## src/pks_pkg.sv

```systemverilog
`timescale 1ns / 1ps
// ----------------------------------------------------------------------------
// pks_pkg
// Shared types, constants and helpers of the PKCS#1 v1.5 padding stripper.
// ----------------------------------------------------------------------------
package pks_pkg;

  localparam int MAX_BLOCK_BYTES = 512;
  localparam int CNT_W           = $clog2(MAX_BLOCK_BYTES + 1);
  localparam int MIN_PAD_BYTES   = 8;
  localparam int MIN_LEN_TYPE1   = 10;
  localparam int MIN_LEN_TYPE2   = 3;
  localparam int PLEN_MAX        = 1023;

  localparam int FIFO_DEPTH      = 4;
  localparam int FIFO_PTR_W      = $clog2(FIFO_DEPTH);
  localparam int FIFO_CNT_W      = $clog2(FIFO_DEPTH + 1);

  localparam int APB_ADDR_W      = 4;
  localparam int APB_DATA_W      = 32;

  localparam logic [7:0] BT_TYPE1 = 8'h01;
  localparam logic [7:0] BT_TYPE2 = 8'h02;
  localparam logic [7:0] PAD_FF   = 8'hFF;

  typedef enum logic [1:0] {
    PH_FIRST,
    PH_TYPE,
    PH_PAD,
    PH_DATA
  } phase_e;

  typedef enum logic [1:0] {
    ST_OK,
    ST_BAD_PAD,
    ST_BAD_LEN,
    ST_OVER_CAP
  } status_e;

  typedef enum logic [1:0] {
    REG_BLOCK_TYPE,
    REG_CHECK_ONLY,
    REG_CAPACITY,
    REG_NONE
  } reg_idx_e;

  typedef struct packed {
    logic [1:0] block_type;
    logic       check_only;
    logic [9:0] capacity;
  } cfg_t;

  typedef struct packed {
    logic [7:0] payload_byte;
    logic       payload_valid;
    logic       block_done;
    status_e    status;
    logic [9:0] payload_length;
  } res_t;

  function automatic logic [CNT_W-1:0] sat_inc(input logic [CNT_W-1:0] v);
    return (32'(v) < MAX_BLOCK_BYTES) ? v + 1'b1 : v;
  endfunction

endpackage

```

## src/pks_back.sv

```systemverilog
`timescale 1ns / 1ps
// ----------------------------------------------------------------------------
// pks_back
// Output register: takes result records from the queue and holds each one
// on the output channel until it is transferred.
// ----------------------------------------------------------------------------
module pks_back
  import pks_pkg::*;
(
  input  logic clk_i,
  input  logic rst_ni,
  input  logic q_valid_i,
  input  res_t q_data_i,
  output logic q_pop_o,
  output logic out_valid_o,
  input  logic out_ready_i,
  output res_t res_o
);

  logic valid_q;
  res_t res_q;

  assign q_pop_o     = q_valid_i && (!valid_q || out_ready_i);
  assign out_valid_o = valid_q;
  assign res_o       = res_q;

  always_ff @(posedge clk_i or negedge rst_ni) begin
    if (!rst_ni) begin
      valid_q <= 1'b0;
    end else if (!valid_q || out_ready_i) begin
      valid_q <= q_valid_i;
    end
  end

  always_ff @(posedge clk_i) begin
    if (q_pop_o) begin
      res_q <= q_data_i;
    end
  end

endmodule

```

## config.mk

```make
export PLATFORM = sky130hd
export DESIGN_NAME = pks_back
export DESIGN_NICKNAME = d
export VERILOG_FILES = /design/src/pks_pkg.sv /design/src/pks_back.sv
export SDC_FILE = /design/constraint.sdc
export NUM_CORES = 1
export LEC_CHECK = 0
export CORE_MARGIN = 2
export CORE_UTILIZATION = 42
export DETAILED_ROUTE_END_ITERATION = 12
export DONT_BUFFER_PORTS = 1
export GPL_ROUTABILITY_DRIVEN = 1
export MAX_ROUTING_LAYER = met4
export SLEW_MARGIN = 20
export SYNTH_ARGS = -nofsm -noshare
export SYNTH_HDL_FRONTEND = slang
export SYNTH_SLANG_ARGS = --single-unit
```

## constraint.sdc

```tcl
create_clock -name clk_i -period 4.1 [get_ports clk_i]
set_clock_uncertainty 0.15 [all_clocks]
set_input_delay 0.82 -clock clk_i [delete_from_list [all_inputs] [get_ports clk_i]]
set_output_delay 0.82 -clock clk_i [all_outputs]
set_load 0.05 [all_outputs]
```

# Yosys cells after proc, flatten, opt, wreduce, memory -nomap -nowiden
# Cells that the tools add are included.
[op_classes]
reduce_logical = 3
[ops]
columns = ["operator", "n"]
rows = [
  ["$logic_and 1x1->1", 1],
  ["$logic_not 1->1", 1],
  ["$logic_or 1x1->1", 1],
]
[word_totals]
regBits = 23
in_bits = 26
wordCells = 9
output_inout_bits = 24

# Logic depth before layout (Yosys ltp)
[depth]
word_depth = 3
depth_mapped = 2
ltp_nobuf = 2

# Worst setup path before layout
# No wires, ideal clock.
[synth_timing]
kind = "input -> output"
startpoint = "input port out_ready_i"
endpoint = "output port q_pop_o"
required_ns = 3.130
setup_slack_ns = 1.291
stages = 2
path_buffers = 0
arrival_time_ns = 1.839
path_cell_list = "nand2b_1 > and2_1"
[synth_via]
elab_chain_len = 2
[synth_rtl]
columns = ["item", "line_no", "rtl"]
rows = [
  ["from (decl)", "pks_back.sv:16", "input logic out_ready_i,"],
  ["$logic_or 1x1->1", "pks_back.sv:23", "assign q_pop_o = q_valid_i && (!valid_q || out_ready_i);"],
  ["$logic_and 1x1->1", "pks_back.sv:23", ""],
  ["to (decl)", "pks_back.sv:14", "output logic q_pop_o,"],
]
# Every way passes these cells.

# Worst setup path after layout
[layout_timing]
startpoint = "register valid_q, in the netlist out_valid_o"
endpoint = "output port q_pop_o"
[layout_via]
elab_chain_len = 3
[layout_rtl]
columns = ["item", "line_no", "rtl"]
rows = [
  ["from (decl)", "pks_back.sv:20", "logic valid_q;"],
  ["from (signal assigned)", "pks_back.sv:31", "valid_q <= q_valid_i;"],
  ["$logic_not 1->1", "pks_back.sv:23", ""],
  ["$logic_or 1x1->1", "pks_back.sv:23", ""],
  ["$logic_and 1x1->1", "pks_back.sv:23", ""],
]
# Every way passes these cells.

==> metrics <==
GRT Overall Usage around a tenth; DR vias/cell roughly 5.5; largest net degree at the start of global routing 23; synth unique cells 4; PortBufs 0; leakage power about 0.25 nW; fin cells between 40 and 50; status complete, no violations; vias 259; pwr/cell area 565 nW/um2; Final Setup Violations 0; hold_buf cts 0; Final Hold Fails 0; WS Path Type reg -> out; Final period util 60.9%; post-route cell area between 700 and 800 um2; sequential element share of the synthesized area approximately 97%; relative slew slack 64.9%; initial antenna violation count 0; Max Used Layer met3; Reg clk slew, reported paths 0.12 ns; die area 2020 um2; synthesized area 704 um2; count of pins over their slew limit 0; WL met3 77 um; top-count cell post-synth edfxtp_1; Final #Nets 58; Net Sw Frac approximately 27%; RR Startpoint out_valid_o; crit path from out_valid_o; Worst EP required around 3.1 ns; worst-margin pin slew approximately 0.53 ns; Critical Path AT 1.53 ns; drt wl/cell approximately 21 um; M1 wire length between 300 and 400 um; Clk Latency, worst-skew pair ~0.30 ns; drc violations 0; synthesized flop and latch total 23; Startpoint Class flop; Max Clk Rate between 400 and 500 MHz; Tightest Hold Check Type in -> async; Internal 0.000312 W; # diodes 0; IR drop worst, VDD 0.250 mV; initial DRC count 8; YS warnings 0; Worst setup EP type primary output; Max clock buf depth 2; post-CTS sizing 0; RSZ-0062 raised after global routing false; setup TNS 0 ns; # clock sinks 23; biggest area consumer among synthesized cells edfxtp_1; GP Congestion between 0.6 and 0.7; Clk pwr share 22.8%; WL final approximately 980 um; Crit Path Max Fanout 2; die span in y between 40 and 50 um; metal2 WL 537 um; Sw Pwr roughly 0.00012 W; root buffer cell clkbuf_4; EDFF count, synth 22; Setup Buffers After CTS 0; CTS tree yes; DP Area between 700 and 800 um2; Starting Density 45.7%; total core area between 1500 and 2000 um2; Power, Total about 0.00043 W; I/O pins 50; fin crit period around 2.5 ns; first-pass GRT wire length between 1 and 1.5 mm; Gate Count Post-Synth 26; Pre-antenna DRT Iters 2; gr ovfl total 0; CTS Buf Count 3; dpl cells 43; number of cell rows 14; worst reg2reg setup slack around 2 ns; post-synth top area share approximately 94%; Synth Flop Type edfxtp_1; layout cells sized above 1 between 10% and 20%; Flop pwr share 74.9%; combinational power share about 2.3%; area grow syn2layout 7.82%; Final ANT Viol Nets 0; Synth area leaders edfxtp_1 (94%), dfrtp_1 (3.6%), nand2b_1 (1.8%); Mapped Avg Cell Area approximately 27 um2; Die Width about 45 um; Max Cap Viol 0; FILL cells around 130; Commonest cells post-synth edfxtp_1 (22), nand2b_1 (2), and2_1 (1), dfrtp_1 (1); ys async rst share 4.35%; vias in the first global route between 200 and 300; post-synth net total 52; H-tree depth 1
## logic make-up after synthesis
logic type,count (synthesis),synth area share (%)
and+or+nand+nor,3,2.66
DFF,23,97.3
## area by class of cell
class	count	area, um2	area share [%]
tap	16	20.0	2.64
timing repair buffer	1	7.51	0.988
clock buffer	3	22.5	2.97
clock inverter	1	5.00	0.659
multi-input combinational	3	18.8	2.47
sequential	23	686	90.3
## metal layers
| metal | up-vias | track usage [%] |
|---|---|---|
| met1 | 121 | 10.6 |
| met2 | 26 | 14.6 |
| met3 | 0 | 4.40 |
| met5 | - | - |
| met4 | 0 | 3.53 |
| li1 | 112 | - |
## power groups by stage
stage / combinational [W] / sequential, W / clock [W]
after floorplan: 0.00000777 / 0.000326 / 0
after global placement: 0.00000989 / 0.000327 / 0
after detailed placement: 0.0000103 / 0.000328 / 0
after CTS: 0.0000103 / 0.000322 / 0.000102
after global routing: 0.0000112 / 0.000323 / 0.000110
final: 0.00000987 / 0.000322 / 0.0000977
## cell usage in the layout, fill, tap and decap left out, drive strengths merged
cell    count
nand2b      2
buf         1
edfxtp     22
and2        1
dfrtp       1
clkbuf      3
clkinv      1
## state kept, by name (all words and copies together) (netlist names)
| name | flops |
|---|---|
| out_valid_o | 1 |
| res_o | 22 |
## metrics by stage
stage	hold WS, ns	util [%]	setup slack, ns
after floorplan	0.374	-	1.29
after global placement	0.374	47.5	1.74
after detailed placement	0.374	47.5	1.74
after CTS	0.0350	49.3	1.58
final	0.0465	49.3	1.60
after global routing	0.0205	49.3	1.53
## worst max-delay path, stage by stage (launching register included)
cell,delay [ns]
dfrtp_1,0.58
nand2b_1,0.17
and2_1,0.47
## path summary, 6_finish.rpt
| check | depth (start not counted) | endpoint |
|---|---|---|
| setup reg to reg | 3 | res_o[21] |
| hold reg to reg | 2 | out_valid_o |
| min in group clk_i | 0 | res_o[4] |
| max in group asynchronous | 0 | out_valid_o |
| hold / removal | 0 | out_valid_o |
| setup / recovery | 2 | q_pop_o |
No activity file was read; power rests on OpenSTA's default activity.
