File: config.mk
export PLATFORM = sky130hd
export DESIGN_NAME = pks_fifo
export DESIGN_NICKNAME = d
export VERILOG_FILES = /design/src/pks_pkg.sv /design/src/pks_fifo.sv
export SDC_FILE = /design/constraint.sdc
export NUM_CORES = 1
export LEC_CHECK = 0
export ABC_AREA = 0
export BUFFER_PORTS_ARGS = -buffer_cell sky130_fd_sc_hd__clkbuf_2
export CORE_UTILIZATION = 51
export CTS_CLUSTER_DIAMETER = 200
export DETAILED_ROUTE_END_ITERATION = 8
export MAX_ROUTING_LAYER = met4
export PLACE_DENSITY = 0.73
export REMOVE_ABC_BUFFERS = 1
export SYNTH_ARGS = -nofsm -noshare
export SYNTH_HDL_FRONTEND = slang
export SYNTH_SLANG_ARGS = --single-unit
File: constraint.sdc
create_clock -name clk_i -period 1.7 [get_ports clk_i]
set_clock_uncertainty 0.05 [all_clocks]
set_input_delay 0.17 -clock clk_i [delete_from_list [all_inputs] [get_ports clk_i]]
set_output_delay 0.17 -clock clk_i [all_outputs]
set_load 0.005 [all_outputs]
File: src/pks_pkg.sv
`timescale 1ns / 1ps
// ----------------------------------------------------------------------------
// pks_pkg
// Shared types, constants and helpers of the PKCS#1 v1.5 padding stripper.
// ----------------------------------------------------------------------------
package pks_pkg;

  localparam int MAX_BLOCK_BYTES = 512;
  localparam int CNT_W           = $clog2(MAX_BLOCK_BYTES + 1);
  localparam int MIN_PAD_BYTES   = 8;
  localparam int MIN_LEN_TYPE1   = 10;
  localparam int MIN_LEN_TYPE2   = 3;
  localparam int PLEN_MAX        = 1023;

  localparam int FIFO_DEPTH      = 4;
  localparam int FIFO_PTR_W      = $clog2(FIFO_DEPTH);
  localparam int FIFO_CNT_W      = $clog2(FIFO_DEPTH + 1);

  localparam int APB_ADDR_W      = 4;
  localparam int APB_DATA_W      = 32;

  localparam logic [7:0] BT_TYPE1 = 8'h01;
  localparam logic [7:0] BT_TYPE2 = 8'h02;
  localparam logic [7:0] PAD_FF   = 8'hFF;

  typedef enum logic [1:0] {
    PH_FIRST,
    PH_TYPE,
    PH_PAD,
    PH_DATA
  } phase_e;

  typedef enum logic [1:0] {
    ST_OK,
    ST_BAD_PAD,
    ST_BAD_LEN,
    ST_OVER_CAP
  } status_e;

  typedef enum logic [1:0] {
    REG_BLOCK_TYPE,
    REG_CHECK_ONLY,
    REG_CAPACITY,
    REG_NONE
  } reg_idx_e;

  typedef struct packed {
    logic [1:0] block_type;
    logic       check_only;
    logic [9:0] capacity;
  } cfg_t;

  typedef struct packed {
    logic [7:0] payload_byte;
    logic       payload_valid;
    logic       block_done;
    status_e    status;
    logic [9:0] payload_length;
  } res_t;

  function automatic logic [CNT_W-1:0] sat_inc(input logic [CNT_W-1:0] v);
    return (32'(v) < MAX_BLOCK_BYTES) ? v + 1'b1 : v;
  endfunction

endpackage

File: src/pks_fifo.sv
`timescale 1ns / 1ps
// ----------------------------------------------------------------------------
// pks_fifo
// Small result queue between the parser and the output stage.
// ----------------------------------------------------------------------------
module pks_fifo
  import pks_pkg::*;
(
  input  logic clk_i,
  input  logic rst_ni,
  input  logic push_i,
  input  res_t wdata_i,
  output logic full_o,
  input  logic pop_i,
  output logic valid_o,
  output res_t rdata_o
);

  res_t                  mem [FIFO_DEPTH];
  logic [FIFO_PTR_W-1:0] wr_ptr_q, rd_ptr_q;
  logic [FIFO_CNT_W-1:0] cnt_q;
  logic                  do_push, do_pop;

  assign full_o  = (cnt_q == FIFO_CNT_W'(FIFO_DEPTH));
  assign valid_o = (cnt_q != '0);
  assign do_push = push_i && !full_o;
  assign do_pop  = pop_i && valid_o;
  assign rdata_o = mem[rd_ptr_q];

  always_ff @(posedge clk_i) begin
    if (do_push) begin
      mem[wr_ptr_q] <= wdata_i;
    end
  end

  always_ff @(posedge clk_i or negedge rst_ni) begin
    if (!rst_ni) begin
      wr_ptr_q <= '0;
      rd_ptr_q <= '0;
      cnt_q    <= '0;
    end else begin
      if (do_push) begin
        wr_ptr_q <= wr_ptr_q + 1'b1;
      end
      if (do_pop) begin
        rd_ptr_q <= rd_ptr_q + 1'b1;
      end
      case ({do_push, do_pop})
        2'b10:   cnt_q <= cnt_q + 1'b1;
        2'b01:   cnt_q <= cnt_q - 1'b1;
        default: cnt_q <= cnt_q;
      endcase
    end
  end

endmodule

; ---- After elaboration in Yosys (flattened, before gate mapping)
; Memory sizes are Yosys's and may differ from the RTL's.
; Cells that the tools add are included.
[totals]
ram_bits = 88
mem_count = 1
elab_cells = 19
in_bits = 26
out_inout_bits = 24
regBits = 7
[memory_table]
columns = name, depth, word_bits, rd, rd_clocked_by_memory_dff, wr, line_no
row1 = mem, 4, 22, 1, 0, 1, pks_fifo.sv:19  ; res_t mem [FIFO_DEPTH];
[classes]
n_mux = 3
add_sub_neg = 4
n_reduce_logical = 5
eq_ne = 3
[op_table]
columns = op, count
row1 = 3-bit case mux with 2 select lines, 1
row2 = "2-bit by 1-bit adder with 2-bit output, second input constant", 2
row3 = "3-bit by 1-bit adder with 3-bit output, second input constant", 1
row4 = "3-bit == test, second input constant", 1
row5 = 3-bit nonzero test, 1
row6 = "3-bit by 1-bit subtractor with 3-bit output, second input constant", 1
row7 = "2-bit by 1-bit == test with 1-bit output, second input constant", 1
row8 = "2-bit == test, second input constant", 1
row9 = 1-bit logical AND, 2
row10 = 1-bit two-way mux, 2
row11 = 2-bit nonzero test, 1
row12 = 1-bit zero test, 1

; ---- Depth between registers and ports, before layout
[logic_depth]
ltp_word = 5
mapped_depth = 9
ltp_nobuf = 9

; ---- Least setup slack after synthesis
; OpenSTA, ideal clock, no wires.
[synth_path]
path_type = reg2reg
start = register cnt_q[0]
end = register cnt_q[2]
synth_period_minus_slack_ps = 1906
path_buffers = 0
stages_incl_launch_ff = 10
slack_ps = -206
t_arrival_ps = 1777
setup_time_ps = 79
path_cell_list = dfrtp_1 > nor3b_2 > nor2b_2 > inv_1 > ha_1 > inv_1 > fa_1 > xor2_1 > nor2_1 > xor2_1
[synth_via]
elab_chain_len = 5
elab_cells_between_ends = 11
[synth_rtl]
columns = element, line_no
row1 = from (decl), pks_fifo.sv:21  ; logic [FIFO_CNT_W-1:0] cnt_q;
row2 = from (signal assigned), pks_fifo.sv:49  ; 2'b10: cnt_q <= cnt_q + 1'b1;
row3 = from (signal assigned), pks_fifo.sv:50  ; 2'b01: cnt_q <= cnt_q - 1'b1;
row4 = from (signal assigned), pks_fifo.sv:51  ; default: cnt_q <= cnt_q;
row5 = 3-bit == test (*), pks_fifo.sv:24  ; assign full_o = (cnt_q == FIFO_CNT_W'(FIFO_DEPTH));
row6 = via full_o, pks_fifo.sv:13  ; output logic full_o,
row7 = 1-bit zero test (*), pks_fifo.sv:26  ; assign do_push = push_i && !full_o;
row8 = 1-bit logical AND (*), pks_fifo.sv:26
row9 = 2-bit by 1-bit == test with 1-bit output or 2-bit == test (tied branches), pks_fifo.sv:48  ; case ({do_push, do_pop})
row10 = 3-bit case mux with 2 select lines or 2-bit nonzero test (tied branches), --
; The timed path passes the listed nets; every way through them passes the cells marked *.
; A chain may end at the register's enable or synchronous reset.

; ---- Worst setup path after layout
[layout_path]
start = register cnt_q[0]
end = register cnt_q[2]
[layout_via]
elab_chain_len = 5
elab_cells_between_ends = 11
[layout_rtl]
columns = element, line_no
row1 = 3-bit == test, pks_fifo.sv:24
row2 = 1-bit zero test, pks_fifo.sv:26
row3 = 1-bit logical AND, pks_fifo.sv:26
row4 = 2-bit by 1-bit == test with 1-bit output or 2-bit == test (tied branches), pks_fifo.sv:48
row5 = 3-bit case mux with 2 select lines or 2-bit nonzero test (tied branches), --
; Parallel ways exist; a longest one is shown, timed or not.

==> impl_metrics.tcl <==
set metrics [dict create \
    tns_ns -2.71 \
    cts_buffers 9 \
    worstPathArrival_ns 2.12 \
    path_max_fanout 2 \
    area_delta_synth_final_pct 26.7 \
    yosys.area.top_type "edfxtp_1" \
    drt_first_pass_iters 4 \
    cts_buffer_depth 2 \
    final-hold-violation-count 0 \
    critPathSlowestCell "dfrtp_1" \
    ys_seq_area_share_pct 77.5 \
    multi_input_area_um2 737 \
    p_clk_share_pct 17.4 \
    end_kind "register" \
    clkLatencyLatePin_ns 0.34 \
    vdd_drop_max_v 0.000861 \
    cts_root_buf "clkbuf_8" \
    grt_max_degree 23 \
    maxCapViolCount 0 \
    n_fill_cell 465 \
    cpPeakStageDelay_ns 0.41 \
    grt_pass1_wl_um 10200 \
    dr.first_iter.drc_count 65 \
    start_util_pct 53.2 \
    finalNetCount 290 \
    violations "negative setup slack" \
    post-route-period-util_pct 114 \
    hold_class "input pin to asynchronous set/reset pin" \
    holdWs_ns 0.147 \
    power_frac_seq_pct 46.2 \
    fmax_mhz 518 \
    syn_inst 152 \
    grt_use_total_pct 20.0 \
    gp_congestion 0.732 \
    critPathTopFamily "adder cells" \
    syn_area_mm2 0.00364 \
    tightest_slew_ns 0.202 \
    fin_ws_ns -0.230 \
    clk_pin_slew_ns 0.08 \
    crit_chain "nor3b_2 -> nor2b_2 -> inv_1 -> ha_2 -> inv_2 -> fa_2 -> xor2_2 -> nor2_2 -> xor2_1" \
    grt-ovfl-total 0 \
    maxSlewHeadroom_pct 86.5 \
    p_total_w 0.00713 \
    via_count 1835 \
    status "finished, violations left" \
    rsz0062_at_grt "yes" \
    final_util_pct 67.4 \
    p_sw_w 0.00207 \
    drc_errors 0 \
    drt-total-wl_um 6380 \
    yosys_warnings 0 \
    setup_viol_count_final 24 \
    avgSynthCellArea_um2 23.9 \
    synth_area_leaders "edfxtp_1 73%, mux4_2 11%, dfrtp_1 4.8%" \
    wl_per_cell_um 17.8 \
    intPower_w 0.00506 \
    io_buffer_count 49 \
    ant_nets 0 \
    ys_types 21 \
    cts_max_level 3 \
    swShare_pct 29.0 \
    worst_ep_required_time_ns 1.89 \
    grt_pass1_vias 1984 \
    drive_above_1_share_pct 46.4 \
    die_w_um 86.5 \
    synth.top_cell.area_share_pct 72.7 \
    fp.dieArea_mm2 0.00747 \
    cts.sink_count 95 \
    cts_tree "done" \
    slew_viol_final 0 \
    core_mm2 0.00683 \
    rows 30 \
    n_antenna_cell 0 \
    power_leakage_nw 1.69 \
    seq_area_mm2 0.00282 \
    power_density_mw_per_mm2 1550 \
    period_needed_ns 1.93 \
    via_per_inst 5.11 \
    antenna_found_initial 0 \
    power_frac_comb_pct 36.5 \
    start_kind "register" \
    top_level_ports 50 \
    worstSetupPathType "register to register" \
    ys_ff_latch 95 \
    crit_buf_inv 2 \
    fp.dieH_um 86.5 \
    dp.final_hpwl_um 4180 \
]
kinds of logic after synthesis:
kind of cell             count (synthesis)  synth area share [%]
adder cells (fa/ha/maj)                  6                  2.27
multiplexers                            24                  14.6
XOR/XNOR                                 6                  1.45
flip-flops                              95                  77.5
buffers and inverters                   11                  2.30
AO/OA/AOI/OAI                            1                 0.241
AND/OR/NAND/NOR                          9                  1.65
metal layers:
| metal | track usage, % | part of all wire (%) |
|---|---|---|
| met1 | 22.6 | 38 |
| met5 | - | 0 |
| met2 | 34.0 | 57 |
| met3 | 4.86 | 3.6 |
| met4 | 9.24 | 2.3 |
registers in the layout, summed over array words and instances (netlist names):
signal    count
wr_ptr_q      2
rd_ptr_q      2
mem          88
cnt_q         3
path summary, 6_finish.rpt:
path	slack, ns	startpoint	depth (start not counted)	endpoint
max	-0.23	cnt_q[0]$_DFFE_PN0P_	9	cnt_q[2]$_DFFE_PN0P_
min	0.15	rst_ni	2	rd_ptr_q[0]$_DFFE_PN0P_
max reg2reg	-0.23	cnt_q[0]$_DFFE_PN0P_	9	cnt_q[2]$_DFFE_PN0P_
min reg2reg	0.51	rd_ptr_q[1]$_DFFE_PN0P_	1	rd_ptr_q[1]$_DFFE_PN0P_
max in group asynchronous	1.26	rst_ni	2	rd_ptr_q[0]$_DFFE_PN0P_
min in group clk_i	0.32	pop_i	5	rd_ptr_q[0]$_DFFE_PN0P_
power by group through the flow:
| stage | clock [W] | sequential (W) | combinational, W |
|---|---|---|---|
| floorplan | 0 | 0.00345 | 0.00113 |
| global placement | 0 | 0.00327 | 0.00225 |
| detailed placement | 0 | 0.00333 | 0.00236 |
| CTS | 0.00128 | 0.00329 | 0.00270 |
| global route | 0.00138 | 0.00333 | 0.00282 |
| finish | 0.00124 | 0.00329 | 0.00260 |
final cells by class:
type | count | area share (%)
inverter | 6 | 0.489
sequential | 95 | 61.2
tap | 96 | 2.61
clock buffer | 10 | 2.77
clock inverter | 6 | 0.815
multi-input combinational | 46 | 16.0
timing repair buffer | 100 | 16.1
placed cells by master (no fill, tap or decap), types with 2 or more instances in the layout:
cell,instances
ha_1,4
edfxtp_1,88
clkbuf_2,49
dlygate4sd3_1,23
dfrtp_1,6
buf_4,18
xnor2_1,3
clkbuf_8,9
clkinvlp_4,4
buf_8,3
and2_1,3
xor2_1,2
clkinv_1,2
buf_6,6
mux4_2,22
inv_1,5
stage by stage:
stage	instance area (um2)	cells	setup WS [ns]
after floorplan	3580	147	-0.239
after global placement	4120	314	-0.0852
after detailed placement	4120	314	-0.302
after CTS	4610	361	-0.238
after global routing	4610	359	-0.315
final	4610	359	-0.230
cells in the mapped netlist:
cell type	count
nor3b_2	1
buf_6	1
buf_2	2
nor2_1	1
mux4_1	4
mux2_2	1
fa_1	1
xnor2_1	3
nor2b_2	1
ha_1	5
and2_1	4
mux2i_1	1
xor2_1	3
or3_1	1
buf_12	2
inv_1	6
dfrtp_1	7
o31a_1	1
edfxtp_1	88
mux4_2	18
nand2_1	1
repair_timing:
item / in CTS / in global routing
setup buffers: 7 / 0
gates cloned: 1 / 0
resized for setup: 16 / 11
setup endpoints to repair: 24 / 29
hold buffers: 23 / 0
endpoints found under the hold margin: 95 / 0
pin swaps: 5 / 3
Power figures use the tool's default switching activity.
